<file path="config.mk">
export PLATFORM = sky130hd
export DESIGN_NAME = oscillator_trim_search_flat
export DESIGN_NICKNAME = d
export VERILOG_FILES = /design/src/design/ots_pkg.sv /design/src/design/ots_cfg_if.sv /design/src/design/ots_in_if.sv /design/src/design/ots_out_if.sv /design/src/design/ots_step.sv /design/src/design/oscillator_trim_search.sv /design/src/flat_wrapper.sv
export SDC_FILE = /design/constraint.sdc
export NUM_CORES = 1
export LEC_CHECK = 0
export BUFFER_PORTS_ARGS = -buffer_cell sky130_fd_sc_hd__buf_2
export CAP_MARGIN = 10
export CORE_AREA = 10 10 163 165
export DETAILED_ROUTE_END_ITERATION = 12
export DIE_AREA = 0 0 173 175
export PLACE_DENSITY = 0.63
export SYNTH_ARGS = -nofsm -noshare
export SYNTH_HDL_FRONTEND = slang
export SYNTH_HIERARCHICAL = 1
export SYNTH_SLANG_ARGS = --single-unit
</file>
<file path="constraint.sdc">
create_clock -name i_clk -period 4.6 [get_ports i_clk]
set_input_delay 0.69 -clock i_clk [delete_from_list [all_inputs] [get_ports i_clk]]
set_output_delay 0.69 -clock i_clk [all_outputs]
set_load 0.005 [all_outputs]
</file>
<file path="src/design/ots_pkg.sv">
// ----------------------------------------------------------------------------
// Oscillator trim search package
// Shared widths, reset value, item kind codes and the search flag group.
// ----------------------------------------------------------------------------
`timescale 1ns / 1ps

package ots_pkg;

    localparam int TRIM_WIDTH_DEF  = 9;
    localparam int COUNT_WIDTH_DEF = 20;

    // Reset value of the target count register
    localparam int unsigned IDEAL_RESET = 716;

    // Item kinds
    localparam logic KIND_START = 1'b0;
    localparam logic KIND_MEAS  = 1'b1;

    typedef struct packed {
        logic was_above;
        logic was_below;
        logic finished;
    } t_flags;

endpackage

</file>
<file path="src/design/ots_cfg_if.sv">
// ----------------------------------------------------------------------------
// Oscillator trim search configuration channel
// Valid/ready write channel carrying the target count.
// ----------------------------------------------------------------------------
`timescale 1ns / 1ps

interface ots_cfg_if #(
    parameter int COUNT_WIDTH = ots_pkg::COUNT_WIDTH_DEF
);
    logic                   valid;
    logic                   ready;
    logic [COUNT_WIDTH-1:0] data;

    modport source (output valid, output data, input ready);
    modport sink   (input valid, input data, output ready);
endinterface

</file>
<file path="src/design/ots_in_if.sv">
// ----------------------------------------------------------------------------
// Oscillator trim search input channel
// Valid/ready channel carrying start and measurement items.
// ----------------------------------------------------------------------------
`timescale 1ns / 1ps

interface ots_in_if #(
    parameter int TRIM_WIDTH  = ots_pkg::TRIM_WIDTH_DEF,
    parameter int COUNT_WIDTH = ots_pkg::COUNT_WIDTH_DEF
);
    logic                   valid;
    logic                   ready;
    logic                   kind;
    logic [TRIM_WIDTH-1:0]  start_trim;
    logic [COUNT_WIDTH-1:0] up_count;

    modport source (output valid, output kind, output start_trim, output up_count,
                    input ready);
    modport sink   (input valid, input kind, input start_trim, input up_count,
                    output ready);
endinterface

</file>
<file path="src/design/ots_out_if.sv">
// ----------------------------------------------------------------------------
// Oscillator trim search result channel
// Valid/ready channel carrying the trim decision for each item.
// ----------------------------------------------------------------------------
`timescale 1ns / 1ps

interface ots_out_if #(
    parameter int TRIM_WIDTH = ots_pkg::TRIM_WIDTH_DEF
);
    logic                  valid;
    logic                  ready;
    logic [TRIM_WIDTH-1:0] trim_value;
    logic                  apply_trim;
    logic                  done_res;
    logic                  run_again;

    modport source (output valid, output trim_value, output apply_trim,
                    output done_res, output run_again, input ready);
    modport sink   (input valid, input trim_value, input apply_trim,
                    input done_res, input run_again, output ready);
endinterface

</file>
<file path="src/design/ots_step.sv">
// ----------------------------------------------------------------------------
// Oscillator trim search step
// Next search state and result for one registered item.
// ----------------------------------------------------------------------------
`timescale 1ns / 1ps

module ots_step #(
    parameter int TRIM_WIDTH  = ots_pkg::TRIM_WIDTH_DEF,
    parameter int COUNT_WIDTH = ots_pkg::COUNT_WIDTH_DEF
) (
    input  logic                   i_kind,
    input  logic [TRIM_WIDTH-1:0]  i_start_trim,
    input  logic [COUNT_WIDTH-1:0] i_up_count,
    input  logic [COUNT_WIDTH-1:0] i_ideal,
    input  logic [TRIM_WIDTH-1:0]  i_trim,
    input  logic [TRIM_WIDTH-1:0]  i_prev_trim,
    input  logic [COUNT_WIDTH-1:0] i_prev_count,
    input  ots_pkg::t_flags        i_flags,
    output logic [TRIM_WIDTH-1:0]  o_trim,
    output logic [TRIM_WIDTH-1:0]  o_prev_trim,
    output logic [COUNT_WIDTH-1:0] o_prev_count,
    output ots_pkg::t_flags        o_flags,
    output logic                   o_apply,
    output logic                   o_done,
    output logic                   o_again
);

    logic [COUNT_WIDTH-1:0] w_err_low;
    logic [COUNT_WIDTH-1:0] w_err_high;
    logic [COUNT_WIDTH-1:0] w_prev_err_high;
    logic [COUNT_WIDTH-1:0] w_prev_err_low;
    logic                   w_low;
    logic                   w_high;

    assign w_err_low       = i_ideal - i_up_count;
    assign w_err_high      = i_up_count - i_ideal;
    assign w_prev_err_high = i_prev_count - i_ideal;
    assign w_prev_err_low  = i_ideal - i_prev_count;
    assign w_low           = i_up_count < i_ideal;
    assign w_high          = i_up_count > i_ideal;

    always_comb begin
        o_trim       = i_trim;
        o_prev_trim  = i_prev_trim;
        o_prev_count = i_prev_count;
        o_flags      = i_flags;
        o_apply      = 1'b0;
        o_again      = 1'b0;
        if (i_kind == ots_pkg::KIND_START) begin
            o_trim  = i_start_trim;
            o_flags = '0;
            o_again = 1'b1;
        end else if (!i_flags.finished) begin
            priority if (w_low) begin
                if (i_flags.was_above) begin
                    // crossed from above: keep the closer of the last two trims
                    if (w_err_low > w_prev_err_high) begin
                        o_trim = i_prev_trim;
                    end
                    o_flags.finished = 1'b1;
                end else if (w_err_low == COUNT_WIDTH'(1)) begin
                    o_flags.finished = 1'b1;
                end else begin
                    o_prev_trim  = i_trim;
                    o_prev_count = i_up_count;
                    o_flags.was_below = 1'b1;
                    if (i_trim != '0) begin
                        o_trim = i_trim - TRIM_WIDTH'(1);
                    end
                end
            end else if (w_high) begin
                if (i_flags.was_below) begin
                    if (w_err_high > w_prev_err_low) begin
                        o_trim = i_prev_trim;
                    end
                    o_flags.finished = 1'b1;
                end else if (w_err_high == COUNT_WIDTH'(1)) begin
                    o_flags.finished = 1'b1;
                end else begin
                    o_prev_trim  = i_trim;
                    o_prev_count = i_up_count;
                    o_flags.was_above = 1'b1;
                    if (i_trim != '1) begin
                        o_trim = i_trim + TRIM_WIDTH'(1);
                    end
                end
            end else begin
                o_flags.finished = 1'b1;
            end
            o_apply = w_low || w_high;
            o_again = !o_flags.finished;
        end
    end

    assign o_done = o_flags.finished;

endmodule

</file>
<file path="src/design/oscillator_trim_search.sv">
// ----------------------------------------------------------------------------
// Oscillator trim search
// Path: an input beat passes the input register, then the result register;
//   the search state updates with the result register.
// Throughput: one item per cycle while the result side accepts each beat.
// Reset: synchronous active low; clears trim state, flags and both valid bits,
//   and loads the target count with its default.
// ----------------------------------------------------------------------------
`timescale 1ns / 1ps

module oscillator_trim_search #(
    parameter int TRIM_WIDTH  = ots_pkg::TRIM_WIDTH_DEF,
    parameter int COUNT_WIDTH = ots_pkg::COUNT_WIDTH_DEF
) (
    input  logic      i_clk,
    input  logic      i_rst_n,
    ots_cfg_if.sink   i_cfg,
    ots_in_if.sink    i_in,
    ots_out_if.source o_out
);

    logic                   r_in_valid;
    logic                   r_in_kind;
    logic [TRIM_WIDTH-1:0]  r_in_start_trim;
    logic [COUNT_WIDTH-1:0] r_in_up_count;

    logic [COUNT_WIDTH-1:0] r_ideal;
    logic [TRIM_WIDTH-1:0]  r_trim;
    logic [TRIM_WIDTH-1:0]  r_prev_trim;
    logic [COUNT_WIDTH-1:0] r_prev_count;
    ots_pkg::t_flags        r_flags;

    logic                   r_out_valid;
    logic [TRIM_WIDTH-1:0]  r_out_trim;
    logic                   r_out_apply;
    logic                   r_out_done;
    logic                   r_out_again;

    logic [TRIM_WIDTH-1:0]  n_trim;
    logic [TRIM_WIDTH-1:0]  n_prev_trim;
    logic [COUNT_WIDTH-1:0] n_prev_count;
    ots_pkg::t_flags        n_flags;
    logic                   n_apply;
    logic                   n_done;
    logic                   n_again;

    logic                   w_advance;
    logic                   w_in_ready;

    // advance the held beat whenever the result slot is free or draining
    assign w_advance  = r_in_valid && (!r_out_valid || o_out.ready);
    assign w_in_ready = !r_in_valid || w_advance;
    assign i_in.ready = w_in_ready;
    assign i_cfg.ready = 1'b1;

    always_ff @(posedge i_clk) begin
        if (!i_rst_n) begin
            r_ideal <= COUNT_WIDTH'(ots_pkg::IDEAL_RESET);
        end else if (i_cfg.valid) begin
            r_ideal <= i_cfg.data;
        end
    end

    always_ff @(posedge i_clk) begin
        if (!i_rst_n) begin
            r_in_valid <= 1'b0;
        end else if (w_in_ready) begin
            r_in_valid <= i_in.valid;
        end
    end

    always_ff @(posedge i_clk) begin
        if (w_in_ready && i_in.valid) begin
            r_in_kind       <= i_in.kind;
            r_in_start_trim <= i_in.start_trim;
            r_in_up_count   <= i_in.up_count;
        end
    end

    ots_step #(
        .TRIM_WIDTH  (TRIM_WIDTH),
        .COUNT_WIDTH (COUNT_WIDTH)
    ) u_step (
        .i_kind       (r_in_kind),
        .i_start_trim (r_in_start_trim),
        .i_up_count   (r_in_up_count),
        .i_ideal      (r_ideal),
        .i_trim       (r_trim),
        .i_prev_trim  (r_prev_trim),
        .i_prev_count (r_prev_count),
        .i_flags      (r_flags),
        .o_trim       (n_trim),
        .o_prev_trim  (n_prev_trim),
        .o_prev_count (n_prev_count),
        .o_flags      (n_flags),
        .o_apply      (n_apply),
        .o_done       (n_done),
        .o_again      (n_again)
    );

    always_ff @(posedge i_clk) begin
        if (!i_rst_n) begin
            r_trim       <= '0;
            r_prev_trim  <= '0;
            r_prev_count <= '0;
            r_flags      <= '0;
        end else if (w_advance) begin
            r_trim       <= n_trim;
            r_prev_trim  <= n_prev_trim;
            r_prev_count <= n_prev_count;
            r_flags      <= n_flags;
        end
    end

    always_ff @(posedge i_clk) begin
        if (!i_rst_n) begin
            r_out_valid <= 1'b0;
        end else if (w_advance) begin
            r_out_valid <= 1'b1;
        end else if (o_out.ready) begin
            r_out_valid <= 1'b0;
        end
    end

    always_ff @(posedge i_clk) begin
        if (w_advance) begin
            r_out_trim  <= n_trim;
            r_out_apply <= n_apply;
            r_out_done  <= n_done;
            r_out_again <= n_again;
        end
    end

    assign o_out.valid      = r_out_valid;
    assign o_out.trim_value = r_out_trim;
    assign o_out.apply_trim = r_out_apply;
    assign o_out.done_res   = r_out_done;
    assign o_out.run_again  = r_out_again;

`ifndef SYNTHESIS
    // the done flag drops only on a start beat
    a_done_clear: assert property (@(posedge i_clk) disable iff (!i_rst_n)
        $fell(r_flags.finished) |-> $past(w_advance && r_in_kind == ots_pkg::KIND_START))
        else $error("search flag cleared without a start item");

    // measurements after done leave the trim alone
    a_done_hold: assert property (@(posedge i_clk) disable iff (!i_rst_n)
        (w_advance && r_in_kind == ots_pkg::KIND_MEAS && r_flags.finished)
        |=> $stable(r_trim))
        else $error("trim changed after search finished");

    a_done_again: assert property (@(posedge i_clk) disable iff (!i_rst_n)
        r_out_valid |-> !(r_out_done && r_out_again))
        else $error("result asks for another run after finishing");

    // an empty result slot never blocks the input
    a_in_open: assert property (@(posedge i_clk) disable iff (!i_rst_n)
        !r_out_valid |-> w_in_ready)
        else $error("input stalled with empty result register");
`endif

endmodule

</file>
<file path="src/flat_wrapper.sv">
// flat-port wrapper written by rule: the top's interface ports become plain ports
module oscillator_trim_search_flat 
#(
    parameter int TRIM_WIDTH  = ots_pkg::TRIM_WIDTH_DEF,
    parameter int COUNT_WIDTH = ots_pkg::COUNT_WIDTH_DEF
)
  (i_clk, i_rst_n, i_cfg_valid, i_cfg_data, i_cfg_ready, i_in_valid, i_in_kind, i_in_start_trim, i_in_up_count, i_in_ready, o_out_valid, o_out_trim_value, o_out_apply_trim, o_out_done_res, o_out_run_again, o_out_ready);
  ots_cfg_if #(.COUNT_WIDTH(COUNT_WIDTH)) i_cfg_i ();
  ots_in_if #(.TRIM_WIDTH(TRIM_WIDTH), .COUNT_WIDTH(COUNT_WIDTH)) i_in_i ();
  ots_out_if #(.TRIM_WIDTH(TRIM_WIDTH)) o_out_i ();
  input  logic i_clk;
  input  logic i_rst_n;
  input wire logic [$bits(i_cfg_i.valid)-1:0] i_cfg_valid;
  input wire logic [$bits(i_cfg_i.data)-1:0] i_cfg_data;
  output wire logic [$bits(i_cfg_i.ready)-1:0] i_cfg_ready;
  input wire logic [$bits(i_in_i.valid)-1:0] i_in_valid;
  input wire logic [$bits(i_in_i.kind)-1:0] i_in_kind;
  input wire logic [$bits(i_in_i.start_trim)-1:0] i_in_start_trim;
  input wire logic [$bits(i_in_i.up_count)-1:0] i_in_up_count;
  output wire logic [$bits(i_in_i.ready)-1:0] i_in_ready;
  output wire logic [$bits(o_out_i.valid)-1:0] o_out_valid;
  output wire logic [$bits(o_out_i.trim_value)-1:0] o_out_trim_value;
  output wire logic [$bits(o_out_i.apply_trim)-1:0] o_out_apply_trim;
  output wire logic [$bits(o_out_i.done_res)-1:0] o_out_done_res;
  output wire logic [$bits(o_out_i.run_again)-1:0] o_out_run_again;
  input wire logic [$bits(o_out_i.ready)-1:0] o_out_ready;
  assign i_cfg_i.valid = i_cfg_valid;
  assign i_cfg_i.data = i_cfg_data;
  assign i_cfg_ready = i_cfg_i.ready;
  assign i_in_i.valid = i_in_valid;
  assign i_in_i.kind = i_in_kind;
  assign i_in_i.start_trim = i_in_start_trim;
  assign i_in_i.up_count = i_in_up_count;
  assign i_in_ready = i_in_i.ready;
  assign o_out_valid = o_out_i.valid;
  assign o_out_trim_value = o_out_i.trim_value;
  assign o_out_apply_trim = o_out_i.apply_trim;
  assign o_out_done_res = o_out_i.done_res;
  assign o_out_run_again = o_out_i.run_again;
  assign o_out_i.ready = o_out_ready;
  oscillator_trim_search #(.TRIM_WIDTH(TRIM_WIDTH), .COUNT_WIDTH(COUNT_WIDTH)) u_core (.i_clk(i_clk), .i_rst_n(i_rst_n), .i_cfg(i_cfg_i), .i_in(i_in_i), .o_out(o_out_i));
endmodule
</file>
### After elaboration in Yosys (flattened, before gate mapping)

Cells that the tools add are included.

| storage, ports and cells | value |
|---|---|
| bits in registers | 105 |
| latch bits | 0 |
| bits in writable memories | 0 |
| bits in read-only memories | 0 |
| input bits | 55 |
| output and inout port bits | 15 |
| logic and storage cells | 102 |
| memories | 0 |

| operators by class | value |
|---|---|
| $add $sub $neg | 6 |
| multipliers | 0 |
| div/mod/pow operators | 0 |
| order comparisons | 4 |
| equal/unequal tests | 15 |
| shifts and indexed selects | 0 |
| mux-type cells | 44 |
| bitwise gates (word level) | 2 |
| reduce and logical (&&, ||, !) cells | 15 |

Operators by type and width:

| cell | number |
|---|---|
| $mux 9 | 18 |
| $mux 20 | 6 |
| $sub 20x20->20 | 4 |
| $gt 20x20->1 | 3 |
| $eq 20x1->1 const B | 2 |
| $ne 2x2->1 const B | 12 |
| $lt 20x20->1 | 1 |
| $mux 1 | 18 |
| $add 9x1->9 const B | 1 |
| $ne 9x9->1 const B | 1 |
| $reduce_bool 9->1 | 1 |
| $sub 9x1->9 const B | 1 |
| $reduce_and 8->1 | 1 |
| $mux 3 | 2 |
| $reduce_and 6->1 | 1 |
| $reduce_and 5->1 | 1 |
| $reduce_bool 2->1 | 2 |
| $logic_not 1->1 | 3 |
| $logic_or 1x1->1 | 3 |
| $logic_and 1x1->1 | 2 |
| $not 1->1 | 2 |
| $reduce_or 2->1 | 1 |

### Depth between registers and ports, before layout

| logic depth | value |
|---|---|
| word-level depth | 10 |
| gate-level depth with buffers | 30 |
| mapped depth without buffers | 29 |

### Cells and area by module

Netlist, hierarchy kept.

By module, submodules not included:

| module | times used | cells an instance | area each (um2) | seq. area each (um2) |
|---|---|---|---|---|
| ots_step | 1 | 959 | 6561.3 | 0.0 |
| oscillator_trim_search | 1 | 296 | 3777.4 | 2522.4 |

### Worst setup path before layout

Ideal clock, no wire load.

| timing | value |
|---|---|
| path type | register -> register |
| start | register u_core.r_ideal[0] |
| end | register u_core.r_out_trim[5], in the netlist u_core/o_out.trim_value[5], data pin |
| library setup time | 0.264 ns |
| arrival time | 4.797 ns |
| data required time | 4.336 ns |
| setup slack | -0.461 ns |
| stages on the path, launching flop included | 27 |
| buffers on the path | 1 |
| clock period less this slack | 5.061 ns |
| path through | dfxtp_1 -> inv_1 -> ha_1 -> inv_1 -> fa_1 -> nand2_1 -> nand2_1 -> a21oi_1 -> o21bai_1 -> a21oi_1 -> o21bai_1 -> a21oi_1 -> o21ai_0 -> a221oi_1 -> o21ai_0 -> xnor2_1 -> ha_1 -> nand2_1 -> nor4_1 -> nor3b_1 -> nand2_1 -> and2_1 -> clkbuf_1 -> nand2_1 -> o22ai_1 -> a221o_1 -> o31a_1 |

| on the way | value |
|---|---|
| cells in the longest elaborated chain, start to end | 8 |
| elaborated cells on any way between the ends | 20 |
| those cells by class | add/sub (4); order compare (4); eq/ne (2); mux (10) |

Ends and longest elaborated chain:

| what | RTL line | source |
|---|---|---|
| start, declared | oscillator_trim_search.sv:27 | `logic [COUNT_WIDTH-1:0] r_ideal;` |
| start signal, assigned | oscillator_trim_search.sv:58 | `r_ideal <= COUNT_WIDTH'(ots_pkg::IDEAL_RESET);` |
| start signal, assigned | oscillator_trim_search.sv:60 | `r_ideal <= i_cfg.data;` |
| $sub 20x20->20 (on tied branches) | ots_step.sv:36, ots_step.sv:38 |  |
| $gt 20x20->1 / $eq 20x1->1 (equally long branches) | ots_step.sv:73, ots_step.sv:77 |  |
| $mux 9 (on tied branches) | ots_step.sv:73, ots_step.sv:77 |  |
| $mux 9 | ots_step.sv:72 | `if (i_flags.was_below) begin` |
| $mux 9 | ots_step.sv:71 | `end else if (w_high) begin` |
| $mux 9 * | ots_step.sv:54 | `priority if (w_low) begin` |
| $mux 9 * | ots_step.sv:53 | `end else if (!i_flags.finished) begin` |
| $mux 9 * | ots_step.sv:49 | `if (i_kind == ots_pkg::KIND_START) begin` |
| named net u_core.n_trim[5] | oscillator_trim_search.sv:39 | `logic [TRIM_WIDTH-1:0] n_trim;` |
| end signal, assigned | oscillator_trim_search.sv:127 | `r_out_trim <= n_trim;` |
| end, declared | oscillator_trim_search.sv:34 | `logic [TRIM_WIDTH-1:0] r_out_trim;` |

The timed path passes the listed nets; every way through them passes the cells marked *.
A chain may end at the register's enable or synchronous reset.

### Worst setup path after layout

| timing | value |
|---|---|
| start | register u_core.r_ideal[2] |
| end | register u_core.r_out_trim[3], in the netlist u_core/o_out.trim_value[3], data pin |

Same word-level chain as after synthesis.

==> impl_metrics.yaml <==
sta:
  max_freq_mhz: 197
  tightest_slew_ns: 0.985
  rsz0062_at_grt: "yes"
  slew_viol_final: 0
  finalCritPeriodShare_pct: 110
  clock_skew_ns: 0.0150
  slew_headroom_pct: 34.3
  period_minus_slack_ns: 5.07
  finalHoldViolCount: 0
  setup_violations: 18
  fin_ws_ns: -0.473
power:
  p_leak_uw: 0.00615
  power_frac_seq_pct: 28.2
  p_clk_share_pct: 20.8
  power_uw: 3810
  comb_power_share_pct: 51.0
  ir_drop_v: 0.000209
  p_sw_share_pct: 39.2
  internal_power_uw: 2320
  p_switching_uw: 1500
  power_density_nw_per_um2: 275
clock_tree:
  clock_sinks: 105
  clk_pin_slew_ns: 0.08
  cts_max_level: 3
  clockRootBuffer: "clkbuf_16"
  numCtsBuffers: 9
  clockBufferDepth: 2
  clock_latency_ns: 0.37
  cts_tree: "built"
detailed_routing:
  drt-met1-wl_um: 16500
  drc: 0
  first_iter_violations: 913
  dr.pass1.iters: 5
  highest_layer: "met4"
  routed_wl_um: 36500
  wl_per_cell_um: 19.5
  wl_met3_um: 2350
  routed-wl-met2_um: 16300
  vias: 10600
  viasPerCell: 5.67
  antenna_left: 0
hold_path:
  hp-start: "u_core/r_prev_trim[4]"
  min_to: "u_core/r_prev_trim[4]"
  hp-class: "register to register"
  whs_path_depth: 2
final_layout:
  fill_cells: 2165
  nets: 1722
  drive_above_1_share_pct: 32.3
  fin_cells: 1869
  finish.utilization_pct: 59.6
  n_antenna_cell: 0
  area_delta_synth_final_pct: 34.0
setup_path:
  required_ns: 4.73
  r2r-start: "u_core/r_ideal[2]"
  cp_common_cell: "buf_4"
  crit_path_end_kind: "register"
  cpPeakStageDelay_ns: 0.35
  arrival_ns: 5.21
  timing.rr.end: "u_core/o_out.trim_value[3]"
  worstRegToRegCells: 28
  worstSetupPathType: "register to register"
  critPathSlowestCell: "ha_1"
  r2r_slack_ns: -0.47
  start_kind: "register"
  path_max_fanout: 5
place:
  dp.cells: 1797
  port_buffers: 68
  hpwl_um: 27300
  gp_congestion: 1.05
floorplan:
  ioPinCount: 70
  fp.dieW_um: 173
  die_area_um2: 30300
  rows: 56
  die_height_um: 175
  core_area_um2: 23300
  start_util_pct: 44.4
synthesis:
  synthFlopType: "dfxtp_1"
  async_flop_share_pct: 0
  synth_cells: 1255
  syn_area_per_cell_um2: 8.24
  synth_most_common_cell: "nand2_1"
  syn_nets: 1432
  synth_top_area_share_pct: 14.3
  synth_top_area_cell: "ha_1"
  synth_seq_area_share_pct: 24.4
  yosysWarningCount: 6
  synthTopCellsByCount: "153 x nand2_1, 118 x ha_1, 92 x inv_1"
  ys_types: 82
  netlist_top_cells_area: "ha_1 14%, dfxtp_1 12%, edfxtp_1 12%, mux2i_1 8.4%, nand2_1 5.6%"
  ys_ff_latch: 105
  synth_edf_count: 42
  netlist_area_um2: 10300
grt:
  gr-total-overflow: 0
  grt_first_pass_wirelength_um: 56500
  gr-usage-all-layers_pct: 22.9
  grt_max_degree: 105
  grt_pass1_vias: 10400
  antenna_found_initial: 0
flow_run:
  max-cap-violations: 0
status:
  violations: "negative setup slack"
  status: "complete, but fails checks"
state kept, by name, summed over array words and instances (netlist names):
register                 flops
u_core/o_out.apply_trim      1
u_core/o_out.done_res        1
u_core/o_out.run_again       1
u_core/o_out.trim_value      9
u_core/o_out.valid           1
u_core/r_flags               3
u_core/r_ideal              20
u_core/r_in_kind             1
u_core/r_in_start_trim       9
u_core/r_in_up_count        20
u_core/r_in_valid            1
u_core/r_prev_count         20
u_core/r_prev_trim           9
u_core/r_trim                9
routing by layer:
| layer | track usage (%) | vias up |
|---|---|---|
| li1 | - | 5036 |
| met1 | 31.0 | 4978 |
| met2 | 36.4 | 487 |
| met3 | 3.02 | 94 |
| met4 | 8.23 | 0 |
| met5 | 0 | - |
area by class of cell:
cell class	count	area (um^2)	area share (%)
Inverter	92	348	2.51
Sequential cell	105	2530	18.3
Clock buffer	10	239	1.72
Multi-Input combinational cell	989	7750	55.9
Clock inverter	6	51.3	0.370
Timing Repair Buffer	348	2540	18.3
Tap cell	319	399	2.88
power groups by stage:
| stage | sequential (uW) | clock [uW] | combinational, uW |
|---|---|---|---|
| floorplan | 1070 | 0 | 1010 |
| global placement | 1090 | 0 | 1610 |
| detailed placement | 1090 | 0 | 1620 |
| CTS | 1070 | 815 | 1790 |
| global route | 1080 | 854 | 2090 |
| finish | 1080 | 795 | 1940 |
kinds of logic (layout without fill, tap and decap cells):
kind of cell / count (synthesis) / after routing / synth area share [%]
AO/OA/AOI/OAI: 291 / 291 / 18.4
XOR/XNOR: 64 / 64 / 5.42
adder cells (fa/ha/maj): 122 / 122 / 15.1
buffers and inverters: 162 / 456 / 7.19
flip-flops: 105 / 105 / 24.4
multiplexers: 98 / 98 / 9.62
other: 1 / 1 / 0.0363
AND/OR/NAND/NOR: 412 / 413 / 19.9
how the worst max path moves through the flow:
stage	to	start	cells after the start	slack (ns)
floorplan	u_core/o_out.trim_value[5]	u_core/r_ideal[1]	23	-0.02
global placement	u_core/r_trim[5]	u_core/r_ideal[0]	30	-0.63
detailed placement	u_core/r_trim[6]	u_core/r_ideal[3]	26	-0.76
CTS	u_core/r_trim[5]	u_core/r_ideal[0]	30	-0.30
global route	u_core/r_trim[6]	u_core/r_ideal[0]	31	-0.72
finish	u_core/o_out.trim_value[3]	u_core/r_ideal[2]	28	-0.47
repair_timing:
action | 4_1_cts | 5_1_grt
setup buffers | 39 | 18
pin swaps | 63 | 46
cloned | 1 | 0
endpoints found under the setup margin | 46 | 50
hold buffers | 0 | 0
resized for setup | 93 | 69
placed cells by master (no fill, tap or decap), drive strengths merged, types with 6 or more instances in the layout:
cell type / instances
and3: 7
buf: 348
nor2: 68
o211ai: 11
inv: 94
o21bai: 10
o21ai: 62
a221oi: 7
nand4: 16
nand2b: 12
and2: 7
nor3: 21
a21o: 29
clkbuf: 10
mux2: 11
or4: 7
edfxtp: 42
xnor2: 40
nand3: 29
nor4: 10
o31ai: 8
a211oi: 9
a21oi: 87
or2: 9
nor2b: 38
or3: 14
xor2: 24
o21a: 16
o311ai: 6
ha: 118
mux2i: 87
nand2: 153
dfxtp: 63
metrics by stage:
| step | setup slack, ns | hold slack [ns] | area (um^2) | TNS (ns) |
|---|---|---|---|---|
| floorplan | -0.0214 | 0.434 | 10400 | -0.0214 |
| CTS | -0.300 | 0.464 | 13400 | -2.52 |
| global placement | -0.625 | 0.443 | 12500 | -9.54 |
| global route | -0.725 | 0.485 | 13900 | -12.02 |
| detailed placement | -0.761 | 0.453 | 12500 | -11.70 |
| finish | -0.473 | 0.459 | 13900 | -5.81 |
worst max-delay path: cells and delay by family (launching register included):
family                   cells  cell delay, ns
AND/OR/NAND/NOR              8            1.26
adder cells (fa/ha/maj)      2            0.66
flip-flops                   1            0.33
XOR/XNOR                     1            0.15
buffers and inverters        6            0.80
AO/OA/AOI/OAI               11            1.61
No activity file was read; power rests on OpenSTA's default activity.
